==> src/sv/mcr_pkg.sv <==
// shared widths, codes and field positions of the midpoint circle rasterizer
// no dependencies; imported by the core, its port checker and the testbench
package mcr_pkg;

	// coordinate wrap width of the pixel sums
	localparam int COORD_BITS = 16;

	localparam int RADIUS_W = 14;
	localparam int CENTRE_W = 15;
	localparam int PIX_W    = 16;
	localparam int OCT_W    = 3;
	localparam int DEC_W    = 17;

	// sum width wide enough for offset plus centre and for the wrap width
	localparam int SUM_W = (COORD_BITS > CENTRE_W + 2) ? COORD_BITS : CENTRE_W + 2;

	localparam int IN_TDATA_W  = 48;
	localparam int OUT_TDATA_W = 40;

	localparam logic [OCT_W-1:0] OCT_FIRST = '0;
	localparam logic [OCT_W-1:0] OCT_LAST  = '1;

	typedef enum logic {
		FUNC_START = 1'b0,
		FUNC_STEP  = 1'b1
	} func_t;

endpackage

==> src/sv/midpoint_circle_rasterizer_core.sv <==
// midpoint circle rasterizer: start and step items in, one pixel item per cycle out while not stalled
// depends on mcr_pkg for widths and codes
//
// usage
//   slave channel s_axis_*: one item per handshake; tuser carries the function
//   (start a circle or advance one step), tdata carries radius and centre
//   master channel m_axis_*: pixel items, tlast marks the last item of a step,
//   tuser flags a finished circle (or a step given while idle)
//   a start item loads the generator and produces no item
//   a step item produces eight pixels, octants 0 to 7 in order, one per cycle unless stalled;
//   a step while idle produces a single item with zero coordinates
// path: an accepted step enters the step register, and its pixels reach m_axis through the output register
// throughput: one pixel per cycle while m_axis_tready is high; the octant
//   counter of the step register walks the octants; the next step is accepted
//   in the cycle its predecessor's last pixel moves to the output register
// reset: arst_n clears the generator to idle and empties both registers
// stall: when m_axis_tready is low a full output register holds its item, the
//   step register holds, and s_axis_tready drops until the step can finish
module midpoint_circle_rasterizer_core (
	input  logic                            clk,
	input  logic                            arst_n,
	input  logic                            s_axis_tvalid,
	output logic                            s_axis_tready,
	// [13:0] radius, [28:14] centre_x, [43:29] centre_y, [47:44] zero
	input  logic [mcr_pkg::IN_TDATA_W-1:0]  s_axis_tdata,
	// [0] func
	input  logic                            s_axis_tuser,
	output logic                            m_axis_tvalid,
	input  logic                            m_axis_tready,
	// [15:0] pix_x, [31:16] pix_y, [34:32] octant, [39:35] zero
	output logic [mcr_pkg::OUT_TDATA_W-1:0] m_axis_tdata,
	// last_of_step
	output logic                            m_axis_tlast,
	// [0] done_res
	output logic                            m_axis_tuser
);
	import mcr_pkg::*;

	// generator state
	logic        [RADIUS_W-1:0] cur_x_q, cur_y_q;
	logic signed [DEC_W-1:0]    dec_q;
	logic signed [CENTRE_W-1:0] cx_q, cy_q;
	logic                       active_q;

	// step register: one accepted step being unrolled into pixels
	logic                       busy_s1;
	logic                       idle_s1;
	logic                       fin_s1;
	logic        [OCT_W-1:0]    oct_s1;
	logic        [RADIUS_W-1:0] x_s1, y_s1;
	logic signed [CENTRE_W-1:0] cx_s1, cy_s1;

	// output register
	logic                       out_valid_s2;
	logic        [PIX_W-1:0]    pix_x_s2, pix_y_s2;
	logic        [OCT_W-1:0]    oct_s2;
	logic                       last_s2, done_s2;

	// input fields
	logic        [RADIUS_W-1:0] in_radius;
	logic signed [CENTRE_W-1:0] in_cx, in_cy;
	func_t                      in_func;
	logic                       accept, load_out, step_end;

	assign in_radius = s_axis_tdata[RADIUS_W-1:0];
	assign in_cx     = s_axis_tdata[RADIUS_W+CENTRE_W-1:RADIUS_W];
	assign in_cy     = s_axis_tdata[RADIUS_W+2*CENTRE_W-1:RADIUS_W+CENTRE_W];
	assign in_func   = func_t'(s_axis_tuser);

	// the output register takes a pixel when empty or drained this cycle
	assign load_out      = busy_s1 && (!out_valid_s2 || m_axis_tready);
	assign step_end      = load_out && (idle_s1 || oct_s1 == OCT_LAST);
	assign s_axis_tready = !busy_s1 || step_end;
	assign accept        = s_axis_tvalid && s_axis_tready;

	// decision update for the step about to be taken
	logic signed [DEC_W:0]      inc_in, inc_out, dec_wide;
	logic signed [DEC_W-1:0]    dec_next;
	logic signed [RADIUS_W:0]   x_next, y_next;
	logic                       dec_neg, fin_next;

	always_comb begin
		dec_neg  = dec_q < 0;
		inc_in   = $signed({{(DEC_W-RADIUS_W){1'b0}}, cur_x_q, 1'b0}) + (DEC_W+1)'(3);
		inc_out  = $signed({{(DEC_W-RADIUS_W){1'b0}}, cur_x_q, 1'b0})
			- $signed({{(DEC_W-RADIUS_W){1'b0}}, cur_y_q, 1'b0}) + (DEC_W+1)'(5);
		dec_wide = (DEC_W+1)'(dec_q) + (dec_neg ? inc_in : inc_out);
		dec_next = dec_wide[DEC_W-1:0];
		x_next   = $signed({1'b0, cur_x_q}) + (RADIUS_W+1)'(1);
		// y moves inward only when the midpoint lies outside the circle
		y_next   = $signed({1'b0, cur_y_q}) - (dec_neg ? (RADIUS_W+1)'(0) : (RADIUS_W+1)'(1));
		fin_next = x_next > y_next;
	end

	// generator state and step register control
	always_ff @(posedge clk or negedge arst_n) begin
		if (!arst_n) begin
			cur_x_q  <= '0;
			cur_y_q  <= '0;
			dec_q    <= '0;
			cx_q     <= '0;
			cy_q     <= '0;
			active_q <= 1'b0;
			busy_s1  <= 1'b0;
			oct_s1   <= OCT_FIRST;
		end else begin
			if (accept && in_func == FUNC_START) begin
				// a start abandons any circle in progress
				cur_x_q  <= '0;
				cur_y_q  <= in_radius;
				dec_q    <= DEC_W'(1) - $signed({{(DEC_W-RADIUS_W){1'b0}}, in_radius});
				cx_q     <= in_cx;
				cy_q     <= in_cy;
				active_q <= 1'b1;
			end else if (accept && active_q) begin
				dec_q <= dec_next;
				if (fin_next) begin
					active_q <= 1'b0;
				end else begin
					cur_x_q <= x_next[RADIUS_W-1:0];
					cur_y_q <= y_next[RADIUS_W-1:0];
				end
			end

			if (accept && in_func == FUNC_STEP) begin
				busy_s1 <= 1'b1;
				oct_s1  <= OCT_FIRST;
			end else if (step_end) begin
				busy_s1 <= 1'b0;
			end else if (load_out) begin
				oct_s1 <= oct_s1 + OCT_W'(1);
			end
		end
	end

	// step payload, no reset needed
	always_ff @(posedge clk) begin
		if (accept && in_func == FUNC_STEP) begin
			idle_s1 <= !active_q;
			fin_s1  <= fin_next;
			x_s1    <= cur_x_q;
			y_s1    <= cur_y_q;
			cx_s1   <= cx_q;
			cy_s1   <= cy_q;
		end
	end

	// octant mapping: pick magnitude and sign for each axis
	logic                       sel_x_is_y, sel_y_is_y, neg_x, neg_y;
	logic signed [CENTRE_W-1:0] off_x, off_y;
	logic signed [SUM_W-1:0]    sum_x, sum_y;
	logic signed [COORD_BITS-1:0] wrap_x, wrap_y;
	logic        [PIX_W-1:0]    pix_x, pix_y;

	always_comb begin
		unique case (oct_s1)
			3'd0: begin sel_x_is_y = 1'b0; sel_y_is_y = 1'b1; neg_x = 1'b0; neg_y = 1'b0; end
			3'd1: begin sel_x_is_y = 1'b1; sel_y_is_y = 1'b0; neg_x = 1'b0; neg_y = 1'b0; end
			3'd2: begin sel_x_is_y = 1'b1; sel_y_is_y = 1'b0; neg_x = 1'b1; neg_y = 1'b0; end
			3'd3: begin sel_x_is_y = 1'b0; sel_y_is_y = 1'b1; neg_x = 1'b1; neg_y = 1'b0; end
			3'd4: begin sel_x_is_y = 1'b0; sel_y_is_y = 1'b1; neg_x = 1'b1; neg_y = 1'b1; end
			3'd5: begin sel_x_is_y = 1'b1; sel_y_is_y = 1'b0; neg_x = 1'b1; neg_y = 1'b1; end
			3'd6: begin sel_x_is_y = 1'b1; sel_y_is_y = 1'b0; neg_x = 1'b0; neg_y = 1'b1; end
			default: begin sel_x_is_y = 1'b0; sel_y_is_y = 1'b1; neg_x = 1'b0; neg_y = 1'b1; end
		endcase
		off_x = $signed({1'b0, sel_x_is_y ? y_s1 : x_s1});
		off_y = $signed({1'b0, sel_y_is_y ? y_s1 : x_s1});
		if (neg_x) off_x = -off_x;
		if (neg_y) off_y = -off_y;
		// wrap to the coordinate width, then sign-extend or trim to the field
		sum_x  = SUM_W'(off_x) + SUM_W'(cx_s1);
		sum_y  = SUM_W'(off_y) + SUM_W'(cy_s1);
		wrap_x = sum_x[COORD_BITS-1:0];
		wrap_y = sum_y[COORD_BITS-1:0];
		pix_x  = PIX_W'(wrap_x);
		pix_y  = PIX_W'(wrap_y);
	end

	// output register
	always_ff @(posedge clk or negedge arst_n) begin
		if (!arst_n) begin
			out_valid_s2 <= 1'b0;
		end else if (load_out) begin
			out_valid_s2 <= 1'b1;
		end else if (m_axis_tready) begin
			out_valid_s2 <= 1'b0;
		end
	end

	always_ff @(posedge clk) begin
		if (load_out) begin
			if (idle_s1) begin
				// step while idle: one item, zero coordinates, done
				pix_x_s2 <= '0;
				pix_y_s2 <= '0;
				oct_s2   <= OCT_FIRST;
				last_s2  <= 1'b1;
				done_s2  <= 1'b1;
			end else begin
				pix_x_s2 <= pix_x;
				pix_y_s2 <= pix_y;
				oct_s2   <= oct_s1;
				last_s2  <= oct_s1 == OCT_LAST;
				done_s2  <= oct_s1 == OCT_LAST && fin_s1;
			end
		end
	end

	assign m_axis_tvalid = out_valid_s2;
	assign m_axis_tdata  = {(OUT_TDATA_W-2*PIX_W-OCT_W)'(0), oct_s2, pix_y_s2, pix_x_s2};
	assign m_axis_tlast  = last_s2;
	assign m_axis_tuser  = done_s2;

endmodule

==> config.mk <==
export PLATFORM = sky130hd
export DESIGN_NAME = midpoint_circle_rasterizer_core
export DESIGN_NICKNAME = d
export VERILOG_FILES = /design/src/sv/mcr_pkg.sv /design/src/sv/midpoint_circle_rasterizer_core.sv
export SDC_FILE = /design/constraint.sdc
export NUM_CORES = 1
export LEC_CHECK = 0
export ABC_AREA = 1
export BUFFER_PORTS_ARGS = -buffer_cell sky130_fd_sc_hd__clkbuf_2
export CORE_ASPECT_RATIO = 0.7
export CORE_MARGIN = 4
export CORE_UTILIZATION = 32
export DETAILED_ROUTE_END_ITERATION = 7
export PLACE_DENSITY_LB_ADDON = 0.2
export SYNTH_ARGS = -nofsm -noshare
export SYNTH_HDL_FRONTEND = slang
export SYNTH_SLANG_ARGS = --single-unit
==> constraint.sdc <==
create_clock -name clk -period 6.16 [get_ports clk]
set_input_delay 0.924 -clock clk [delete_from_list [all_inputs] [get_ports clk]]
set_output_delay 0.924 -clock clk [all_outputs]
set_load 0.02 [all_outputs]
After elaboration in Yosys (flattened, before gate mapping)
Cells that the tools add are included. Widths: inputs -> output; s select.

$add $sub $neg: 12. $lt $le $gt $ge: 2. Equality and inequality tests: 9. Mux-type cells: 26. Bitwise operators: 1. Reductions and logical operators: 25.

Operator list (number): $mux 14 (8); $mux 17 (3); $add 15x15->16 (2); $mux 15 (2); $neg 14->15 (2); $add 16x4->17 const B (1); $add 17x17->17 (1); $lt 17x1->1 const B (1); $add 15x2->16 const B (1); $sub 15x15->16 (1); $add 14x1->15 const B (1); $gt 15x15->1 (1); $sub 1x14->15 const A (1); $sub 14x1->15 (1); $eq 3x3->1 const B (4); $reduce_or 4->1 (3); $mux 1 (10); $reduce_bool 2->1 (5); $mux 3 (3); $logic_and 1x1->1 (7); $eq 3x2->1 const B (2); $reduce_and 2->1 (3); $ne 2x1->1 const B (2); $add 3x1->3 const B (1); other kinds (5) (9).

Flip-flop bits (word level): 178. Bits of input ports: 53. Output and inout bits: 44. Logic and storage cells: 95.

Depth between registers and ports, before layout
Gate-level depths: netlist of run 1.

Depth in word-level cells: 9. Depth in mapped cells: 28. Mapped depth without buffers: 28.

Worst setup path before layout of run 1
No wires, ideal clock.

Path kind: input to register. From: input port m_axis_tready. To: register oct_s1[1]. Library setup time: 123 ps. Arrival time: 4519 ps. Required time: 6037 ps. Path slack: 1518 ps. Stages: 9. Path buffers: 0. Cells stage by stage: inv_1 -> nand2_1 -> inv_1 -> o21ai_2 -> nand2_2 -> nor2_1 -> a21oi_1 -> a32oi_1 -> inv_1.

Cells in the longest elaborated chain, start to end: 8. Elaborated cells on any way between the ends: 10. Classes of those cells: eq/ne: 1; mux: 1; reduce/logical: 8.

RTL lines: start, declared (line midpoint_circle_rasterizer_core.sv:29) `input logic m_axis_tready,`; $logic_or 1x1->1 * (line midpoint_circle_rasterizer_core.sv:71) `assign load_out = busy_s1 && (!out_valid_s2 || m_axis_tready);`; $logic_and 1x1->1 * (line midpoint_circle_rasterizer_core.sv:71); $logic_and 1x1->1 * (line midpoint_circle_rasterizer_core.sv:72) `assign step_end = load_out && (idle_s1 || oct_s1 == OCT_LAST);`; $logic_or 1x1->1 * (line midpoint_circle_rasterizer_core.sv:73) `assign s_axis_tready = !busy_s1 || step_end;`; via s_axis_tready (line midpoint_circle_rasterizer_core.sv:23) `output logic s_axis_tready,`; $logic_and 1x1->1 * (line midpoint_circle_rasterizer_core.sv:74) `assign accept = s_axis_tvalid && s_axis_tready;`; $logic_and 1x1->1 * (line midpoint_circle_rasterizer_core.sv:125) `if (accept && in_func == FUNC_STEP) begin`; $ne 2x1->1 (no line) or $reduce_bool 2->1 (tied branches); $reduce_and 2->1 (no line); end signal, assigned (line midpoint_circle_rasterizer_core.sv:131) `oct_s1 <= oct_s1 + OCT_W'(1);`; end, declared (line midpoint_circle_rasterizer_core.sv:49) `logic [OCT_W-1:0] oct_s1;`.

Mark *: on every way through the listed nets, which the timed path passes. The rest lies on a longest branch. A chain may end at the register's enable or synchronous reset.

Worst setup path in the final report of run 1
From: register dec_q[16]. To: register cur_x_q[0].

Cells in the longest elaborated chain, start to end: 6.

RTL lines: start, declared (line midpoint_circle_rasterizer_core.sv:41) `logic signed [DEC_W-1:0] dec_q;`; start signal, assigned (line midpoint_circle_rasterizer_core.sv:111) `dec_q <= DEC_W'(1) - $signed({{(DEC_W-RADIUS_W){1'b0}}, in_radius});`; start signal, assigned (line midpoint_circle_rasterizer_core.sv:116) `dec_q <= dec_next;`; $lt 17x1->1 (line midpoint_circle_rasterizer_core.sv:83) `dec_neg = dec_q < 0;`; $mux 1 (line midpoint_circle_rasterizer_core.sv:91) `y_next = $signed({1'b0, cur_y_q}) - (dec_neg ? (RADIUS_W+1)'(0) : (RADIUS_W+1)'(1));`; $sub 14x1->15 (line midpoint_circle_rasterizer_core.sv:91); $gt 15x15->1 (line midpoint_circle_rasterizer_core.sv:92) `fin_next = x_next > y_next;`; $ne 2x1->1 (no line); $reduce_and 2->1 (no line); end signal, assigned (line midpoint_circle_rasterizer_core.sv:120) `cur_x_q <= x_next[RADIUS_W-1:0];`; end, declared (line midpoint_circle_rasterizer_core.sv:40) `logic [RADIUS_W-1:0] cur_x_q, cur_y_q;`.

No other way between the ends.

==> results of run 1 <==
[synthesized netlist by cell type, types with 4 or more instances]
cell and number:
nand3b_1 5, fa_1 4, o21bai_1 7, nand2_2 10, o21a_1 6, inv_2 8
nor3_1 20, xnor2_1 19, a21oi_1 117, or2_1 4, o31ai_1 4, a31oi_1 5
nand2_1 390, nor2_2 6, edfxtp_1 97, dfrtp_1 81, or2_2 6, buf_2 13
nand3_2 5, a2bb2oi_1 10, clkbuf_1 13, nand4_1 13, buf_4 9, nor2_1 105
nand3_1 79, inv_1 166, ha_1 89, xor2_1 40, nor3_2 8, o21ai_1 28
o21ai_0 85
[metal layers]
| metal | routed length, um | vias up | global-route usage | part of all wire |
|---|---|---|---|---|
| met1 | 17600 | 4592 | 0.254 | 0.55 |
| met4 | 275 | 0 | 0.0300 | 0.0087 |
| li1 | - | 5104 | - | - |
| met3 | 1550 | 22 | 0.0317 | 0.049 |
| met2 | 12400 | 194 | 0.217 | 0.39 |
| met5 | 0 | - | 0 | 0 |
[worst max-delay path, delay by kind of cell, from the launching register on]
| kind | cells | cell delay, ns |
|---|---|---|
| DFF | 1 | 0.36 |
| adders and majority gates | 3 | 0.89 |
| AOI/OAI and AO/OA | 1 | 0.17 |
| buffers and inverters | 2 | 0.68 |
| and+or+nand+nor | 12 | 2.74 |
[through the flow]
stage,utilization,hold WS (ns),area [sq um],setup slack (ns)
6_report,0.371,0.399,13500,1.11
5_1_grt,0.371,0.415,13500,0.688
4_1_cts,0.371,0.403,13500,1.20
3_5_place_dp,0.354,0.432,12900,1.23
3_3_place_gp,0.354,0.431,12900,1.26
2_1_floorplan,-,0.425,11900,1.52
[logic make-up (layout without fill, tap and decap cells)]
group	after synthesis	in the layout	share of synthesized area
DFF	178	178	0.414
adders and majority gates	93	93	0.100
and+or+nand+nor	662	662	0.240
other	1	5	0.000314
buffers and inverters	214	305	0.0721
AOI/OAI and AO/OA	278	278	0.129
xor gates and xnor gates	60	60	0.0447
[flip-flops by register name, summed over array words and instances (netlist names), 14 cells and up]
register and cells:
cur_x_q 14, pix_y_s2 16, y_s1 14, cur_y_q 14
cy_q 15, dec_q 17, pix_x_s2 16, cy_s1 15
cx_q 15, cx_s1 15, x_s1 14
[area by class of cell]
class / count / share of cell area
clock inverter: 10 / 0.00899
clock buffer: 22 / 0.0366
sequential: 178 / 0.366
tap: 480 / 0.0445
inverter: 175 / 0.0486
multi-input combinational: 1098 / 0.457
timing repair buffer: 98 / 0.0385
[how the worst max path moves through the flow]
stage | endpoint | slack, ns | cells past startpoint
after floorplan | oct_s1[1] | 1.52 | 9
after global placement | cur_x_q[4] | 1.26 | 18
after detailed placement | cur_x_q[0] | 1.23 | 18
after CTS | cur_x_q[0] | 1.20 | 18
after global routing | cur_x_q[6] | 0.69 | 18
final | cur_x_q[0] | 1.11 | 18
[cells in the final DEF, fill, tap and decap left out, types with 8 or more instances in the layout]
| master | count |
|---|---|
| a21oi_1 | 116 |
| nand2_2 | 10 |
| xnor2_1 | 19 |
| nor3_2 | 8 |
| edfxtp_1 | 97 |
| o21ai_0 | 85 |
| clkbuf_16 | 17 |
| nor2_1 | 103 |
| inv_1 | 166 |
| ha_1 | 89 |
| clkbuf_2 | 86 |
| a2bb2oi_1 | 10 |
| nor3_1 | 20 |
| inv_2 | 8 |
| buf_4 | 12 |
| xor2_1 | 40 |
| nand4_1 | 13 |
| nand3_1 | 79 |
| o21ai_1 | 28 |
| dfrtp_1 | 81 |
| nand2_1 | 390 |
==> out/qor.csv, run 1 <==
metric,value,unit
outcome,finished clean,
largest net degree at the start of global routing,72,
Detail Route Antenna Nets,0,
Max H-tree Level,4,
Synth Register Bits,178,
Max Freq,198,MHz
row cnt,58,
vias per cell,4.81,
vias in the first global route,9272,
RSZ-0062 raised after global routing,false,
clk_skew,0.00744,ns
Final nets,1714,
global-route wire length before repair,50800,um
CP Class,reg2reg,
register area share after synthesis,0.414,
"reg-to-reg slack, setup",1.11,ns
Finished Layout Cells,2061,
cts bufs inserted,17,
share of the synthesized area in the top cell type,0.244,
I/O Buffers,87,
Post-Synthesis Cells,1486,
CP Max Fanout,45,
fraction of layout cells with a size suffix above 1,0.118,
Antenna Cells,0,
synthesized area per cell,8.03,sq um
Worst Tran Pin Value,1.00,ns
number of distinct library cells after synthesis,56,
Root Buffer,clkbuf_16,
Reg2Reg Depth,18,
footprint of the multi-input gates,6170,sq um
ys async rst share,0.455,
CP startpoint,dec_q[16],
Skew-Pair Late Insertion Delay,0.45,ns
CTS tree,yes,
clk sink count,178,
worst-case clock buffer depth,2,
All-Layer GR Usage,0.158,
Die H,170,um
"Hold Vio Cnt, Final",0,
Post-CTS Setup Bufs,0,
synth warn,0,
Post-Synthesis Cell Area,11900,sq um
final max-slew violation count,0,
worst hold-check path type,in2async,
"EDFF count, synth",97,
filler cell count,3741,
reg2reg end,cur_x_q[0],
critical path launch point type,register,
CTS resizes,0,
io pins,97,
Core ar.,36400,sq um
cts hold-fix bufs,0,
grt ovf,0,
reg-to-reg startpoint,dec_q[16],
crit path cell chain,buf_4 > inv_1 > ha_1 > ha_1 > nand4_1 > nor3_2 > nand3_1 > nor3_2 > nand3_1 > ha_1 > nand4_1 > or3_1 > nand2_1 > nand2_1 > nand2_1 > nand3_2 > nand2_2 > o21ai_0,
drc violations,0,
Routed WL,31800,um
Syn-to-layout area delta,13.2,%
final setup TNS,0,ns
register area,4940,sq um
initial antenna violation count,0,
Final setup viols,0,
DPL Wire Length,24300,um
CP endpoint kind,register,
clk slew on worst S/H paths,0.07,ns
post-synth top area cell,edfxtp_1,
Slew HR,0.324,
initial core utilization,0.328,
"slowest stage cell, crit path",nand2_2,
initial detailed-routing violation count,744,
Max Cap Viol,0,
max incr delay on CP,0.69,ns
drt pass-1 iters,6,
Post-Place Cells,2029,
die area,40500,sq um
gp weighted congestion,0.876,
CP Data Arrival Time,5.35,ns
chip width,239,um
ys flop type,edfxtp_1,
Avg WL per Cell,15.4,um
via count,9912,
final worst path period need,5.05,ns
Final Cycle Share,0.819,
Required @ worst endpoint,6.46,ns
synth top area cells,"edfxtp_1, dfrtp_1, nand2_1",
Power of run 1 is not shown: default switching activity piles up to over one toggle a cycle in this logic, so the estimate is an artifact.
==> run 2: changes to the inputs <==
Settings changed: ABC_AREA 1 to 0.
Clock period 6.16 ns to 4.65 ns, I/O delays scaled along.
==> out/qor.csv, run 2 <==
metric,value,unit,change
outcome,finished clean,,unchanged
top flop regs,"dec_q: 17 flops, pix_x_s2: 16 flops, pix_y_s2: 16 flops",,unchanged
GR Layer Usage met2,0.217,,about the same
Post-synth top cells,"nor2_1, nand2_1, edfxtp_1, ha_1, dfrtp_1",,"was nand2_1, inv_1, a21oi_1, nor2_1, edfxtp_1"
Power Total,11.2,mW,
CP startpoint,cur_y_q[0],,was dec_q[16]
initial core utilization,0.326,,was 0.328
Worst Tran Pin Value,0.861,ns,was 1.00 ns
"commonest non-fill, non-tap cell in the layout",nor2_1,,was nand2_1
placed instance area,13400,sq um,was 12900 sq um
Compound-Gate Fraction of Synth Area,0.130,,was 0.129
worst hold-check path type,in2async,,unchanged
NetSw,4.84,mW,
post-synth top area cell,edfxtp_1,,unchanged
filler cell count,3591,,was 3741
fraction of layout cells with a size suffix above 1,0.245,,was 0.118
Skew-Pair Late Insertion Delay,0.45,ns,about the same
final max-slew violation count,0,,unchanged
Final setup viols,0,,unchanged
final core utilization,0.400,,was 0.371
synthesized area per cell,9.91,sq um,was 8.03 sq um
reg2reg end,dec_q[16],,was cur_x_q[0]
synth warn,0,,unchanged
Slew HR,0.426,,was 0.324
most frequent cells in the layout,"nor2_1, nand2_1, buf_4",,"was nand2_1, inv_1, a21oi_1"
Post-Synth Adder-Cell Area,0.101,,was 0.100
internal cell power,6.33,mW,
drt pass-1 iters,5,,was 6
largest net degree at the start of global routing,56,,was 72
initial antenna violation count,1,,was 0
vias per cell,4.96,,was 4.81
Routed WL,32100,um,was 31800 um
vias in the first global route,8898,,was 9272
CTS tree,yes,,unchanged
"reg-to-reg slack, setup",0.17,ns,was 1.11 ns
share of the synthesized area in the top cell type,0.247,,was 0.244
Post-Synthesis Cells,1189,,was 1486
Root Buffer,clkbuf_16,,unchanged
Detail Route Antenna Nets,0,,unchanged
RSZ-0062 raised after global routing,true,,was false
Finished Layout Cells,1853,,was 2061
synth top area cells,"edfxtp_1, dfrtp_1, ha_1",,"was edfxtp_1, dfrtp_1, nand2_1"
CP Data Arrival Time,4.81,ns,was 5.35 ns
number of distinct library cells after synthesis,71,,was 56
Max H-tree Level,4,,unchanged
power per cell area,773,nW/um^2,
Clk pwr share,0.141,,
Synth Area in XOR/XNOR,0.102,,was 0.0447
clk_skew,0.0104,ns,was 0.00744 ns
All-Layer GR Usage,0.161,,was 0.158
met3 Use GR,0.0280,,was 0.0317
pre-CTS setup slack,-0.511,ns,was 1.23 ns
DPL Wire Length,24500,um,was 24300 um
Reg2Reg Depth,21,,was 18
Core ar.,36100,sq um,was 36400 sq um
max reg flops,17,,unchanged
Max Freq,223,MHz,was 198 MHz
chip width,237,um,was 239 um
CP endpoint kind,register,,unchanged
final worst path period need,4.48,ns,was 5.05 ns
clk sink count,178,,unchanged
most numerous cell in the Yosys netlist,nor2_1,,was nand2_1
simple logic cell fraction of the synthesized area,0.154,,was 0.240
critical path launch point type,register,,unchanged
I/O Buffers,87,,unchanged
peak supply drop,0.303,mV,
CP Class,reg2reg,,unchanged
final worst slack,0.169,ns,was 1.11 ns
Syn-to-layout area delta,22.5,%,was 13.2%
"EDFF count, synth",97,,unchanged
Post-Synthesis Cell Area,11800,sq um,was 11900 sq um
io pins,97,,unchanged
gp weighted congestion,0.837,,was 0.876
Final nets,1506,,was 1714
Die H,169,um,was 170 um
Final Cycle Share,0.964,,was 0.819
global-route wire length before repair,50700,um,was 50800 um
register area share after synthesis,0.419,,was 0.414
busiest layer in global routing,met1,,unchanged
main combinational cell family by area after synthesis,simple AND/OR/NAND/NOR gates,,unchanged
Switching Share,0.433,,
Required @ worst endpoint,4.97,ns,was 6.46 ns
Avg WL per Cell,17.3,um,was 15.4 um
Top reg by flops,dec_q,,unchanged
ys async rst share,0.455,,unchanged
cts bufs inserted,17,,unchanged
Antenna Cells,0,,unchanged
final setup TNS,0,ns,unchanged
cts hold-fix bufs,0,,unchanged
grt ovf,0,,unchanged
Synth Register Bits,178,,unchanged
drc violations,0,,unchanged
initial detailed-routing violation count,704,,was 744
row cnt,58,,unchanged
ys flop type,edfxtp_1,,unchanged
die area,40000,sq um,was 40500 sq um
combinational power share,0.636,,
register share of total power,0.224,,
mux share of post-synthesis cell area,0.0618,,was 0
CP Max Fanout,5,,was 45
Finished Cell Area,14400,sq um,was 13500 sq um
reg-to-reg startpoint,cur_y_q[0],,was dec_q[16]
grt met1 use,0.263,,was 0.254
worst-case clock buffer depth,2,,unchanged
clk slew on worst S/H paths,0.08,ns,was 0.07 ns
Static Leak,6.06,nW,
Post-Place Cells,1808,,was 2029
Fin Hold WS,0.355,ns,was 0.399 ns
"Hold Vio Cnt, Final",0,,unchanged
Max Cap Viol,0,,unchanged
via count,9193,,was 9912
-- run 2: kinds of logic after synthesis --
family | after synthesis
other | 1
adders and majority gates | 93
and+or+nand+nor | 384
xor gates and xnor gates | 137
AOI/OAI and AO/OA | 243
buffers and inverters | 85
muxes | 68
DFF | 178
-- run 2: how the worst max path moves through the flow --
stage                            end  slack, ns  cells past startpoint
after floorplan           cur_x_q[8]      0.006                     21
after global placement    cur_y_q[2]      -0.42                     18
after detailed placement  cur_y_q[7]      -0.51                     18
after global routing       dec_q[16]      -0.08                     22
after CTS                  dec_q[16]      0.003                     24
final                      dec_q[16]       0.17                     21
-- run 2: final cells by class --
type                            count  area (sq um)  share of cell area
Inverter                           44           165              0.0114
Clock buffer                       18           429              0.0297
Sequential cell                   178          4940               0.342
Tap cell                          480           601              0.0416
Timing Repair Buffer              189          1250              0.0867
Clock inverter                     14           200              0.0139
Multi-Input combinational cell    930          6860               0.475
-- run 2: metal layers --
| layer | up-vias | share of wire |
|---|---|---|
| met5 | - | 0 |
| met4 | 0 | 0.0088 |
| met3 | 16 | 0.041 |
| met2 | 168 | 0.39 |
| met1 | 4411 | 0.56 |
| li1 | 4598 | - |
-- run 2: timing repair --
item,in CTS,in global routing
setup endpoints to repair,20,25
pin swaps,10,39
gates resized for setup,20,42
buffers inserted,5,10
-- run 2: critical path: stages (launching register included) --
cell,delay (ns)
dfrtp_1,0.38
buf_6,0.13
ha_4,0.14
inv_2,0.04
fa_2,0.35
a21o_1,0.20
and4_4,0.20
buf_4,0.15
or3_2,0.51
nand2_1,0.12
xor2_2,0.28
xnor2_1,0.12
nor2_1,0.12
nor2_1,0.07
ha_1,0.31
inv_2,0.04
o41a_1,0.46
a21oi_2,0.17
o41ai_2,0.08
or2b_1,0.22
mux2i_1,0.16
nor2_2,0.10
-- run 2: power groups by stage --
stage | Combinational (mW) | Sequential (mW) | Clock, mW
5_1_grt | 7.91 | 2.55 | 1.69
6_report | 7.10 | 2.50 | 1.57
3_3_place_gp | 6.71 | 2.52 | 0
3_5_place_dp | 6.77 | 2.52 | 0
4_1_cts | 6.90 | 2.50 | 1.62
2_1_floorplan | 4.74 | 2.68 | 0
(Power assumes the default switching activity.)
==> run 3: changes to the inputs <==
Settings changed: CORE_UTILIZATION 32 to 45.
==> out/qor.csv, run 3 (synthesized netlist as in run 2, its figures left out) <==
metric,value,unit,change
outcome,finished clean,,unchanged
Top reg by flops,dec_q,,unchanged
via count,9301,,was 9193
"slowest stage cell, crit path",or4_4,,was or3_2
Static Leak,5.96,nW,was 6.06 nW
peak supply drop,0.316,mV,was 0.303 mV
critical path launch point type,register,,unchanged
CP Class,reg2reg,,unchanged
clk sink count,178,,unchanged
fraction of layout cells with a size suffix above 1,0.243,,was 0.245
CP endpoint kind,register,,unchanged
Syn-to-layout area delta,19.9,%,was 22.5%
initial core utilization,0.458,,was 0.326
power per cell area,778,nW/um^2,was 773 nW/um^2
vias per cell,5.50,,was 4.96
Skew-Pair Late Insertion Delay,0.45,ns,about the same
I/O Buffers,87,,unchanged
Slew HR,0.522,,was 0.426
initial antenna violation count,0,,was 1
All-Layer GR Usage,0.212,,was 0.161
RSZ-0062 raised after global routing,true,,unchanged
vias in the first global route,9012,,was 8898
cts hold-fix bufs,0,,unchanged
global-route wire length before repair,48500,um,was 50700 um
"Hold Vio Cnt, Final",0,,unchanged
Fin Hold WS,0.276,ns,was 0.355 ns
drt pass-1 iters,6,,was 5
Required @ worst endpoint,5.01,ns,was 4.97 ns
io pins,97,,unchanged
largest net degree at the start of global routing,63,,was 56
max incr delay on CP,0.42,ns,was 0.51 ns
Final setup viols,0,,unchanged
CP Max Fanout,3,,was 5
Final Cycle Share,0.998,,was 0.964
Root Buffer,clkbuf_16,,unchanged
gp weighted congestion,0.870,,was 0.837
grt ovf,0,,unchanged
Max H-tree Level,4,,unchanged
drc violations,0,,unchanged
Core ar.,25700,sq um,was 36100 sq um
Worst Tran Pin Value,0.718,ns,was 0.861 ns
top flop regs,"dec_q: 17 flops, pix_x_s2: 16 flops, pix_y_s2: 16 flops",,unchanged
Routed WL,30500,um,was 32100 um
cts bufs inserted,17,,unchanged
filler cell count,2275,,was 3591
Max Freq,215,MHz,was 223 MHz
clk slew on worst S/H paths,0.08,ns,about the same
worst hold-check path type,in2async,,unchanged
most frequent cells in the layout,"nor2_1, nand2_1, edfxtp_1",,"was nor2_1, nand2_1, buf_4"
chip width,201,um,was 237 um
crit path cell chain,inv_1 > ha_2 > inv_2 > fa_2 > a21o_1 > and4_4 > or4_4 > o211ai_1 > o2111ai_2 > nor2_1 > xnor2_1 > nor2_1 > nor2_2 > ha_4 > inv_1 > nor3_1 > a21oi_1 > o41a_1 > a21oi_2 > o41ai_2 > or2b_1 > mux2i_1 > nor2_2,,was buf_6 > ha_4 > inv_2 > fa_2 > a21o_1 > and4_4 > buf_4 > or3_2 > nand2_1 > xor2_2 > xnor2_1 > nor2_1 > nor2_1 > ha_1 > inv_2 > o41a_1 > a21oi_2 > o41ai_2 > or2b_1 > mux2i_1 > nor2_2
clk_skew,0.0101,ns,was 0.0104 ns
Antenna Cells,0,,unchanged
final worst path period need,4.64,ns,was 4.48 ns
DPL Wire Length,22800,um,was 24500 um
final max-slew violation count,0,,unchanged
Max Cap Viol,0,,unchanged
register area,4940,sq um,unchanged
Power Total,11.0,mW,was 11.2 mW
initial detailed-routing violation count,686,,was 704
"commonest non-fill, non-tap cell in the layout",nor2_1,,unchanged
CTS tree,yes,,unchanged
row cnt,49,,was 58
Die H,143,um,was 169 um
Avg WL per Cell,18.0,um,was 17.3 um
worst-case clock buffer depth,2,,unchanged
Detail Route Antenna Nets,0,,unchanged
Final nets,1492,,was 1506
max reg flops,17,,unchanged
CP Data Arrival Time,5.00,ns,was 4.81 ns
footprint of the multi-input gates,6900,sq um,was 6860 sq um
die area,28900,sq um,was 40000 sq um
-- run 3: area by class of cell --
| cell class | count | area share |
|---|---|---|
| clock buffers | 18 | 0.0304 |
| clock inverters | 14 | 0.0119 |
| inverters | 44 | 0.0117 |
| multi-input cells | 930 | 0.489 |
| flip-flops and latches | 178 | 0.350 |
| well taps | 331 | 0.0293 |
| repair buffers | 175 | 0.0786 |
-- run 3: timing repair --
item	4_1_cts	5_1_grt
gates resized for setup	6	55
setup endpoints to repair	17	33
pin swaps	2	28
cloned	0	0
buffers inserted	3	7
-- run 3: path summary, 6_finish.rpt --
check                           start  cells past startpoint  slack, ns         to
max                        cur_x_q[0]                     23      0.008  dec_q[16]
min reg2reg                  cy_q[11]                      0       0.45  cy_s1[11]
min                            arst_n                      1       0.28  dec_q[15]
max reg2reg                cur_x_q[0]                     23      0.008  dec_q[16]
max in group asynchronous      arst_n                      2       3.31   cx_q[13]
min in group clk             cy_q[11]                      0       0.45  cy_s1[11]
-- run 3: power by group --
group / switching, mW / internal, mW / total, mW
clock: 0.680 / 0.811 / 1.49
combinational: 3.93 / 3.07 / 6.99
sequential: 0.248 / 2.27 / 2.51
-- run 3: through the flow --
stage | cell area (sq um) | utilization | setup WS (ns) | setup TNS, ns | std cells
after floorplan | 11900 | - | 0.00627 | 0 | 1193
after global placement | 13200 | 0.512 | -0.169 | -1.41 | 1650
after detailed placement | 13200 | 0.512 | -0.221 | -1.98 | 1650
after CTS | 13800 | 0.537 | 0.00195 | 0 | 1685
after global routing | 14100 | 0.549 | -0.265 | -0.539 | 1690
final | 14100 | 0.549 | 0.00807 | 0 | 1690
-- run 3: per-layer routing --
layer	wire length, um	vias to the layer above	track usage
met5	0	-	0
met4	276	0	0.0439
met3	1820	19	0.0431
met2	12300	256	0.301
met1	16000	4466	0.334
li1	-	4560	-
-- run 3: worst max-delay path: cells and delay by family, from the launching register on --
family | cells | cell delay, ns
AO/OA/AOI/OAI | 7 | 1.55
buffers and inverters | 3 | 0.17
AND/OR/NAND/NOR | 8 | 1.45
adder cells (fa/ha/maj) | 3 | 0.80
multiplexers | 1 | 0.07
flip-flops | 1 | 0.38
XOR/XNOR | 1 | 0.13
